`config.mk`:
```
export PLATFORM = sky130hd
export DESIGN_NAME = protobuf_field_encoder_core
export DESIGN_NICKNAME = d
export VERILOG_FILES = /design/src/rtl/core/pbfe_pkg.sv /design/src/rtl/core/protobuf_field_encoder_core.sv /design/src/rtl/core/pbfe_front.sv /design/src/rtl/core/pbfe_queue.sv /design/src/rtl/core/pbfe_back.sv
export SDC_FILE = /design/constraint.sdc
export NUM_CORES = 1
export LEC_CHECK = 0
export ABC_AREA = 1
export BUFFER_PORTS_ARGS = -buffer_cell sky130_fd_sc_hd__buf_2
export CAP_MARGIN = 5
export CORE_ASPECT_RATIO = 1.4
export CORE_MARGIN = 2
export CORE_UTILIZATION = 29
export CTS_CLUSTER_DIAMETER = 120
export DETAILED_ROUTE_END_ITERATION = 8
export SLEW_MARGIN = 20
export SYNTH_ARGS = -nofsm -noshare
export SYNTH_HDL_FRONTEND = slang
export SYNTH_SLANG_ARGS = --single-unit
```
`constraint.sdc`:
```
create_clock -name clk -period 5.5 [get_ports clk]
set_input_delay 0.275 -clock clk [delete_from_list [all_inputs] [get_ports clk]]
set_output_delay 0.275 -clock clk [all_outputs]
set_load 0.05 [all_outputs]
```
`src/rtl/core/pbfe_pkg.sv`:
```
// Shared types and constants for the protobuf field encoder.
package pbfe_pkg;

    // Command codes carried in the input tuser.
    localparam logic [1:0] CMD_FIELD  = 2'd0;
    localparam logic [1:0] CMD_HEADER = 2'd1;
    localparam logic [1:0] CMD_RAW    = 2'd2;
    localparam logic [1:0] CMD_BARE   = 2'd3;

    localparam int FIELD_W = 29;
    localparam int VALUE_W = 64;
    localparam int TAG_W   = FIELD_W + 3;
    localparam int BYTE_W  = 8;
    localparam int GROUP_W = 7;

    // Wire types placed in the low bits of a tag.
    localparam logic [2:0] WIRE_VARINT = 3'd0;
    localparam logic [2:0] WIRE_LEN    = 3'd2;

    localparam int QUEUE_DEPTH = 2;
    localparam int QPTR_W      = $clog2(QUEUE_DEPTH);
    localparam int QCNT_W      = $clog2(QUEUE_DEPTH + 1);

    // What the back end has to do with a queued entry.
    typedef enum logic [1:0] {
        OP_TAGGED,
        OP_BARE,
        OP_RAW
    } op_t;

    typedef enum logic [1:0] {
        ST_IDLE,
        ST_TAG,
        ST_VAL,
        ST_RAW
    } bst_t;

    typedef struct packed {
        op_t                op;
        logic [TAG_W-1:0]   tag;
        logic [VALUE_W-1:0] value;
    } entry_t;

    typedef struct packed {
        logic full;
        logic empty;
    } qstat_t;

endpackage

```
`src/rtl/core/protobuf_field_encoder_core.sv`:
```
// Top level of the protobuf wire-format field encoder.
//
// Input words arrive on the s_ channel. s_tuser selects the command: varint
// field, length-delimited header, payload byte or bare varint. The front end
// builds the tag (field number shifted left by three, with the wire type) and
// places the command in a two-entry queue; a header of length zero is taken
// and dropped without output. The back end takes one entry at a time and
// sends the tag varint (not for a bare one) and then the value varint, seven
// bits per byte with the continuation bit on all but the final byte, or the raw payload byte.
// m_tlast marks the final byte of each command.
//
// On an empty block the first byte of a command passes through the queue, the
// back end's pick-up of the entry from idle and the output register. The back
// end has a single byte register and takes a new entry only when idle, so the
// last byte of a command is registered before the next command is picked up.
// The queue keeps accepting words while the back end works.
//
// Reset empties the queue and the output register. When the receiver holds
// m_tready low the byte stays in the output register, the back end waits,
// and once the queue fills s_tready falls.
module protobuf_field_encoder_core
    import pbfe_pkg::*;
(
    input  logic         clk,
    input  logic         rst_n,
    input  logic         s_tvalid,
    output logic         s_tready,
    input  logic [103:0] s_tdata,   // field_number[28:0], value[92:29], data_byte[100:93], zero pad
    input  logic [1:0]   s_tuser,   // cmd[1:0]
    output logic         m_tvalid,
    input  logic         m_tready,
    output logic [7:0]   m_tdata,   // out_byte[7:0]
    output logic         m_tlast
);

    qstat_t qstat;
    logic   push;
    logic   pop;
    entry_t push_entry;
    entry_t pop_entry;

    // Classification of incoming words.
    pbfe_front u_front (
        .s_tvalid   (s_tvalid),
        .s_tready   (s_tready),
        .s_tdata    (s_tdata),
        .s_tuser    (s_tuser),
        .qstat      (qstat),
        .push       (push),
        .push_entry (push_entry)
    );

    // Decoupling queue, so each side may stall without the other.
    pbfe_queue u_queue (
        .clk        (clk),
        .rst_n      (rst_n),
        .push       (push),
        .push_entry (push_entry),
        .pop        (pop),
        .pop_entry  (pop_entry),
        .qstat      (qstat)
    );

    // Byte serializer with its output register.
    pbfe_back u_back (
        .clk       (clk),
        .rst_n     (rst_n),
        .qstat     (qstat),
        .pop_entry (pop_entry),
        .pop       (pop),
        .m_tvalid  (m_tvalid),
        .m_tready  (m_tready),
        .m_tdata   (m_tdata),
        .m_tlast   (m_tlast)
    );

endmodule

```
`src/rtl/core/pbfe_front.sv`:
```
// Front end: accepts commands, builds the tag and drops empty headers.
module pbfe_front
    import pbfe_pkg::*;
(
    input  logic               s_tvalid,
    output logic               s_tready,
    input  logic [103:0]       s_tdata,
    input  logic [1:0]         s_tuser,
    input  qstat_t             qstat,
    output logic               push,
    output entry_t             push_entry
);

    logic [FIELD_W-1:0] field_number;
    logic [VALUE_W-1:0] value;
    logic [BYTE_W-1:0]  data_byte;
    logic [1:0]         cmd;
    logic               skip;

    assign field_number = s_tdata[FIELD_W-1:0];
    assign value        = s_tdata[FIELD_W+VALUE_W-1:FIELD_W];
    assign data_byte    = s_tdata[FIELD_W+VALUE_W+BYTE_W-1:FIELD_W+VALUE_W];
    assign cmd          = s_tuser;

    assign s_tready = !qstat.full;

    // A header whose length is zero is consumed without producing any byte.
    assign skip = (cmd == CMD_HEADER) && (value == '0);
    assign push = s_tvalid && s_tready && !skip;

    always_comb
    begin
        push_entry.tag   = {field_number, WIRE_VARINT};
        push_entry.value = value;
        push_entry.op    = OP_TAGGED;
        unique case (cmd)
            CMD_FIELD:
            begin
                push_entry.op = OP_TAGGED;
            end
            CMD_HEADER:
            begin
                push_entry.op  = OP_TAGGED;
                push_entry.tag = {field_number, WIRE_LEN};
            end
            CMD_RAW:
            begin
                push_entry.op    = OP_RAW;
                push_entry.value = {{(VALUE_W-BYTE_W){1'b0}}, data_byte};
            end
            default:
            begin
                push_entry.op = OP_BARE;
            end
        endcase
    end

endmodule

```
`src/rtl/core/pbfe_queue.sv`:
```
// Short queue of classified commands between the front and back ends.
module pbfe_queue
    import pbfe_pkg::*;
(
    input  logic   clk,
    input  logic   rst_n,
    input  logic   push,
    input  entry_t push_entry,
    input  logic   pop,
    output entry_t pop_entry,
    output qstat_t qstat
);

    entry_t             slot_reg [QUEUE_DEPTH];
    logic [QPTR_W-1:0]  wr_ptr_reg;
    logic [QPTR_W-1:0]  rd_ptr_reg;
    logic [QCNT_W-1:0]  count_reg;

    assign qstat.full  = (count_reg == QCNT_W'(QUEUE_DEPTH));
    assign qstat.empty = (count_reg == '0);
    assign pop_entry   = slot_reg[rd_ptr_reg];

    always_ff @(posedge clk)
    begin
        if (push)
        begin
            slot_reg[wr_ptr_reg] <= push_entry;
        end
    end

    always_ff @(posedge clk or negedge rst_n)
    begin
        if (!rst_n)
        begin
            wr_ptr_reg <= '0;
            rd_ptr_reg <= '0;
            count_reg  <= '0;
        end
        else
        begin
            if (push)
            begin
                wr_ptr_reg <= (wr_ptr_reg == QPTR_W'(QUEUE_DEPTH - 1)) ? '0
                              : wr_ptr_reg + 1'b1;
            end
            if (pop)
            begin
                rd_ptr_reg <= (rd_ptr_reg == QPTR_W'(QUEUE_DEPTH - 1)) ? '0
                              : rd_ptr_reg + 1'b1;
            end
            if (push && !pop)
            begin
                count_reg <= count_reg + 1'b1;
            end
            else if (pop && !push)
            begin
                count_reg <= count_reg - 1'b1;
            end
        end
    end

`ifndef SYNTH
    a_no_overflow: assert property (@(posedge clk) disable iff (!rst_n)
        !(push && qstat.full))
        else $error("queue written while full");
    a_no_underflow: assert property (@(posedge clk) disable iff (!rst_n)
        !(pop && qstat.empty))
        else $error("queue read while empty");
    a_count_bound: assert property (@(posedge clk) disable iff (!rst_n)
        count_reg <= QCNT_W'(QUEUE_DEPTH))
        else $error("queue count beyond depth");
`endif

endmodule

```
`src/rtl/core/pbfe_back.sv`:
```
// Back end: turns queued entries into varint or raw payload bytes through an output register.
module pbfe_back
    import pbfe_pkg::*;
(
    input  logic         clk,
    input  logic         rst_n,
    input  qstat_t       qstat,
    input  entry_t       pop_entry,
    output logic         pop,
    output logic         m_tvalid,
    input  logic         m_tready,
    output logic [7:0]   m_tdata,
    output logic         m_tlast
);

    bst_t               state_reg, state_next;
    logic [TAG_W-1:0]   tag_reg, tag_next;
    logic [VALUE_W-1:0] val_reg, val_next;
    logic               out_valid_reg, out_valid_next;
    logic [BYTE_W-1:0]  out_byte_reg, out_byte_next;
    logic               out_last_reg, out_last_next;
    logic               slot_free;
    logic               tag_more;
    logic               val_more;

    assign slot_free = !out_valid_reg || m_tready;
    assign tag_more  = |tag_reg[TAG_W-1:GROUP_W];
    assign val_more  = |val_reg[VALUE_W-1:GROUP_W];

    assign m_tvalid = out_valid_reg;
    assign m_tdata  = out_byte_reg;
    assign m_tlast  = out_last_reg;

    always_comb
    begin
        state_next     = state_reg;
        tag_next       = tag_reg;
        val_next       = val_reg;
        out_valid_next = out_valid_reg && !m_tready;
        out_byte_next  = out_byte_reg;
        out_last_next  = out_last_reg;
        pop            = 1'b0;
        unique case (state_reg)
            ST_IDLE:
            begin
                if (!qstat.empty)
                begin
                    pop      = 1'b1;
                    tag_next = pop_entry.tag;
                    val_next = pop_entry.value;
                    unique case (pop_entry.op)
                        OP_TAGGED: state_next = ST_TAG;
                        OP_RAW:    state_next = ST_RAW;
                        default:   state_next = ST_VAL;
                    endcase
                end
            end
            ST_TAG:
            begin
                if (slot_free)
                begin
                    out_valid_next = 1'b1;
                    out_byte_next  = {tag_more, tag_reg[GROUP_W-1:0]};
                    out_last_next  = 1'b0;
                    tag_next       = tag_reg >> GROUP_W;
                    if (!tag_more)
                    begin
                        state_next = ST_VAL;
                    end
                end
            end
            ST_VAL:
            begin
                if (slot_free)
                begin
                    out_valid_next = 1'b1;
                    out_byte_next  = {val_more, val_reg[GROUP_W-1:0]};
                    out_last_next  = !val_more;
                    val_next       = val_reg >> GROUP_W;
                    if (!val_more)
                    begin
                        state_next = ST_IDLE;
                    end
                end
            end
            ST_RAW:
            begin
                if (slot_free)
                begin
                    out_valid_next = 1'b1;
                    out_byte_next  = val_reg[BYTE_W-1:0];
                    out_last_next  = 1'b1;
                    state_next     = ST_IDLE;
                end
            end
            default:
            begin
                state_next = ST_IDLE;
            end
        endcase
    end

    always_ff @(posedge clk or negedge rst_n)
    begin
        if (!rst_n)
        begin
            state_reg     <= ST_IDLE;
            out_valid_reg <= 1'b0;
        end
        else
        begin
            state_reg     <= state_next;
            out_valid_reg <= out_valid_next;
        end
    end

    always_ff @(posedge clk)
    begin
        tag_reg      <= tag_next;
        val_reg      <= val_next;
        out_byte_reg <= out_byte_next;
        out_last_reg <= out_last_next;
    end

`ifndef SYNTH
    a_pop_starts_work: assert property (@(posedge clk) disable iff (!rst_n)
        pop |=> state_reg != ST_IDLE)
        else $error("entry taken but back end stayed idle");
    a_pop_only_idle: assert property (@(posedge clk) disable iff (!rst_n)
        pop |-> state_reg == ST_IDLE)
        else $error("entry taken while busy");
    a_tag_not_last: assert property (@(posedge clk) disable iff (!rst_n)
        (state_reg == ST_TAG && slot_free) |=> !out_last_reg)
        else $error("tag byte marked as last");
`endif

endmodule

```
# Word-level counts from Yosys, hierarchy flattened
# Memories as Yosys holds them, arrays and structs flattened.
# Index checks and enable logic that the tools add are counted.
[op_classes]
n_addsub = 4
eq_ne = 13
muxes = 35
n_reduce_logical = 31
[ops]
columns = ["op", "n"]
rows = [
  ["$mux 64", 3],
  ["$pmux 64 s2", 1],
  ["$logic_not 64->1", 1],
  ["$mux 32", 2],
  ["$pmux 32 s2", 1],
  ["$reduce_or 57->1", 1],
  ["$reduce_or 25->1", 1],
  ["$mux 8", 3],
  ["$pmux 8 s3", 1],
  ["$mux 2", 9],
  ["$mux 1", 11],
  ["$eq 2x2->1 const B", 5],
  ["$logic_not 2->1", 4],
  ["$pmux 2 s2", 2],
  ["$pmux 2 s4", 1],
  ["$logic_not 1->1", 7],
  ["$logic_and 1x1->1", 6],
  ["$ne 2x1->1 const B", 3],
  ["$ne 2x2->1 const B", 3],
  ["$reduce_and 3->1", 2],
  ["$reduce_and 6->1", 1],
  ["$reduce_bool 2->1", 3],
  ["$eq 2x1->1 const B", 2],
  ["$reduce_and 4->1", 1],
  ["8 further kinds", 9],
]
[totals]
regBits = 112
ramBits = 194
inputBits = 110
word_cells = 93
mem_count = 1
[memory_table]
columns = ["memory", "depth", "width", "read_ports", "rd_ports_with_merged_regs", "wr", "line_no", "text"]
rows = [
  ["u_queue.slot_reg", 2, 97, 1, 0, 1, "pbfe_queue.sv:14", "entry_t slot_reg [QUEUE_DEPTH];"],
]

# Logic depth before layout (Yosys ltp)
[depth]
depth_word = 8
ltp_mapped = 12
mapped_depth_nobuf = 12

# Hierarchy
# From an unflattened synthesis, not the netlist that was laid out.
[hier_totals]
cells_unflattened = 1105
hier_area_um2 = 13264.0
[modules_own_cells]
columns = ["module", "n_inst", "cells_per_inst", "area_per_inst_um2", "seq_area_each_um2"]
rows = [
  ["pbfe_queue", 1, 330, 7307.0, 5985.7],
  ["pbfe_back", 1, 531, 4889.7, 3228.1],
  ["pbfe_front", 1, 244, 1067.3, 0.0],
]

# Least setup slack after synthesis
# Ideal clock, no wire load.
[synth_path]
kind = "flip-flop to flip-flop"
start = "register u_queue.count_reg[0]"
end = "memory u_queue.slot_reg[1][0] (netlist name) (enable)"
setup_time_ps = 551
arrival_time_ps = 4765
required_time_ps = 4949
path_slack_ps = 183
path_stages_with_launch = 5
synth_period_minus_slack_ps = 5317
cell_sequence = "dfrtp_1 inv_1 a21boi_0 nand2_1 nor2_1"
[synth_between]
elab_chain_len = 6
[synth_lines]
columns = ["element", "line_no", "text"]
rows = [
  ["start: declaration", "pbfe_queue.sv:17", "logic [QCNT_W-1:0] count_reg;"],
  ["start signal: assignment", "pbfe_queue.sv:53", "count_reg <= count_reg + 1'b1;"],
  ["start signal: assignment", "pbfe_queue.sv:57", "count_reg <= count_reg - 1'b1;"],
  ["$eq 2x2->1", "pbfe_queue.sv:19", "assign qstat.full = (count_reg == QCNT_W'(QUEUE_DEPTH));"],
  ["$logic_not 1->1", "pbfe_front.sv:25", "assign s_tready = !qstat.full;"],
  ["$logic_and 1x1->1 (2 in series)", "pbfe_front.sv:29", "assign push = s_tvalid && s_tready && !skip;"],
  ["$mux 1", "pbfe_queue.sv:25", "if (push)"],
  ["$mux 1 (implied by the code)", "pbfe_queue.sv:27", "slot_reg[wr_ptr_reg] <= push_entry;"],
  ["end: declaration", "pbfe_queue.sv:14", ""],
]
# No other way between the ends.

# Worst setup path after layout
[layout_path]
start = "register u_queue.rd_ptr_reg"
end = "register u_back.val_reg[28], data pin"
[layout_between]
elab_chain_len = 3
[layout_lines]
columns = ["element", "line_no", "text"]
rows = [
  ["start: declaration", "pbfe_queue.sv:16", "logic [QPTR_W-1:0] rd_ptr_reg;"],
  ["start signal: assignment", "pbfe_queue.sv:48", "rd_ptr_reg <= (rd_ptr_reg == QPTR_W'(QUEUE_DEPTH - 1)) ? '0"],
  ["$mem_v2 2x97", "--", ""],
  ["$mux 64", "pbfe_back.sv:46", "if (!qstat.empty)"],
  ["$pmux 64 s2", "pbfe_back.sv:43", "unique case (state_reg)"],
  ["via u_back.val_next[28]", "pbfe_back.sv:18", "logic [VALUE_W-1:0] val_reg, val_next;"],
  ["end signal: assignment", "pbfe_back.sv:120", "val_reg <= val_next;"],
  ["end: declaration", "pbfe_back.sv:18", ""],
]
# The timed path passes the listed nets, and every way through them passes these cells. The select of a mux whose other input is x is not followed.
# A chain may end at the register's enable or synchronous reset.

==> results.py <==
metrics = {
    "sta": {
        "fmax_mhz": 353.8,
        "drv_slew": 0,
        "fin_crit_sh_pct": 51.39,
        "period_minus_slack_ns": 2.826,
        "finalHoldViolations": 0,
        "worstMarginPinSlew_ns": 1.019,
        "fin_ws_ns": 2.674,
        "rsz0062_at_grt": "no",
        "slew_headroom_pct": 31.80,
        "setup_viol": 0,
        "fin_setup_tns_ns": 0,
        "skew_ns": 0.01061,
    },
    "critical_path": {
        "cp_data_arrival_time_ns": 3.11,
        "crit_required_ns": 5.78,
        "path_cells": "clkinv_2, buf_4, nand2_1, a21oi_1",
        "cpPeakStageDelay_ns": 0.88,
        "endpoint_kind": "register",
        "cp-start-kind": "register",
        "path_class": "reg2reg",
        "cp_slowest_cell": "clkinv_2",
        "r2r_slack_ns": 2.67,
        "cp_max_fo": 55,
    },
    "synth": {
        "ys_seq_elements": 304,
        "ys_types": 28,
        "synth_area_per_cell_um2": 11.58,
        "synth_area_um2": 12300,
        "ys_warn_count": 0,
        "syn_inst": 1062,
        "async_flop_share_pct": 2.303,
        "yosys_most_used_dff": "edfxtp_1",
        "synth_edf_count": 297,
        "synth-seq-area-share_pct": 73.95,
        "syn_nets": 1173,
    },
    "layout": {
        "finish.instance_area_um2": 14680,
        "final_cell_mix": "edfxtp_1 (297), nand2_1 (213), nor2_1 (206)",
        "final_util_pct": 34.96,
        "diodes": 0,
        "layout.cells.most_common": "edfxtp_1",
        "layout.nets": 1317,
        "final_layout_size_suffix_gt1_share_pct": 15.08,
        "area_growth_pct": 19.36,
        "largest_reg_flops": 192,
    },
    "floorplanning": {
        "dieWidth_um": 178.0,
        "io_pins": 121,
        "rows": 89,
        "core_um2": 41980,
        "die_height_um": 247.6,
        "initial_core_util_pct": 29.29,
        "die_area_um2": 44090,
    },
    "detailed_routing": {
        "via_per_inst": 4.521,
        "drt-wirelength-per-cell_um": 15.91,
        "first_iter_violations": 542,
        "wirelength_um": 28200,
        "vias": 8016,
        "first_pass_iters": 5,
        "post-route-drc-count": 0,
        "ant_nets": 0,
    },
    "power": {
        "p_switching_mw": 2.863,
        "seqPwrFrac_pct": 49.1,
        "leakage_nw": 5.555,
        "power_density_nw_per_um2": 564.9,
        "combPwrFrac_pct": 28.2,
        "switching_share_pct": 34.53,
        "clock_power_share_pct": 22.7,
        "vdd_drop_max_mv": 0.2873,
        "intPower_mw": 5.428,
    },
    "worst_hold_path": {
        "hp-class": "in2reg",
    },
    "clock_network": {
        "cts_tree": "built",
        "clkTransAtPathRegs_ns": 0.06,
        "cts_buffers": 29,
        "cts_num_sinks": 304,
        "cts_root_buf": "clkbuf_16",
        "htreeDepth": 1,
        "clock_latency_ns": 0.54,
        "clockBufferDepth": 3,
    },
    "global_route": {
        "grt_pass1_vias": 7993,
        "grt_max_degree": 69,
        "grt_pass1_wl_um": 42720,
        "grt_usage_pct": 12.56,
        "overflow": 0,
        "antenna_found_initial": 0,
    },
    "placement": {
        "dp_hpwl_um": 17860,
        "port_buffers": 117,
        "preCtsSetupSlack_ns": 2.609,
        "placed_cell_area_um2": 13480,
        "gp_congestion": 0.7149,
    },
    "run_status": {
        "status": "completed",
    },
    "flow_run": {
        "max-cap-violations": 0,
    },
}
==> path summary, 6_finish.rpt <==
kind / start / to / cells after the start
worst min register to register: u_queue.wr_ptr_reg / u_queue.wr_ptr_reg / 2
worst max-delay path: u_queue.rd_ptr_reg / u_back.val_reg[28] / 4
worst max register to register: u_queue.rd_ptr_reg / u_back.val_reg[28] / 4
min in group asynchronous: rst_n / u_queue.wr_ptr_reg / 2
max in group asynchronous: rst_n / u_queue.rd_ptr_reg / 2
worst min-delay path: s_tdata[93] / u_queue.slot_reg[1][0] / 3
==> cells in the mapped netlist (2+ instances only) <==
library cell	instances	share of area (%)
a21oi_1	171	7.0
a22oi_1	4	0.24
buf_1	4	0.12
buf_2	17	0.69
buf_4	3	0.18
clkbuf_1	22	0.67
dfrtp_1	7	1.4
edfxtp_1	297	73
inv_1	71	2.2
inv_2	4	0.12
nand2_1	213	6.5
nand3_1	12	0.49
nor2_1	207	6.3
nor2_2	2	0.10
nor3_1	8	0.33
o21ai_0	4	0.16
o21ai_1	2	0.081
or2_2	3	0.15
xnor2_1	2	0.14
==> power groups by stage <==
stage	Clock [mW]	Sequential (mW)	Combinational, mW
after global placement	0	4.10	2.32
after global routing	2.01	4.15	2.61
after floorplan	0	4.18	1.55
final	1.88	4.07	2.34
after CTS	1.93	4.08	2.38
after detailed placement	0	4.12	2.36
==> stage by stage <==
step,hold WS [ns],instances,power (mW)
global placement,0.1245,1690,6.415
detailed placement,0.1282,1690,6.479
global route,0.07281,1773,8.779
floorplan,-0.02059,1062,5.729
finish,0.06200,1773,8.291
CTS,0.04212,1773,8.386
==> worst max-delay path: cells and delay by family (launching register included) <==
kind | cells | cell delay, ns
and+or+nand+nor | 1 | 0.13
buffers and inverters | 2 | 1.48
AOI/OAI and AO/OA | 1 | 0.09
DFF | 1 | 0.77
==> repair_timing <==
action / CTS / global route
setup buffers: 0 / 0
hold endpoints to repair: 66 / 0
resized for setup: 0 / 0
hold buffers: 31 / 0
==> area by class of cell <==
cell class                 count  area [um2]
sequential                   304        9095
clock inverter                13       122.6
clock buffer                  39       763.2
fill                        4103       27300
tap                          546       683.2
multi-input combinational    636        2735
inverter                      76       287.8
timing repair buffer         159       991.0
==> cell families after synthesis <==
kind of cell    Yosys count  share of synthesized area, %
flops                   304                         73.95
buf+inv                 122                         3.989
xor+xnor                  3                        0.2137
fa+ha+maj                 1                        0.1017
compound gates          185                         7.713
simple gates            447                         14.03
==> metal layers <==
metal | track usage [%] | up-vias | share of wire, %
met5 | 0 | - | 0
met4 | 4.870 | 0 | 3.2
met3 | 1.425 | 41 | 4.0
met2 | 23.16 | 202 | 53
met1 | 14.81 | 3862 | 40
li1 | - | 3911 | -
Power figures use the tool's default switching activity.
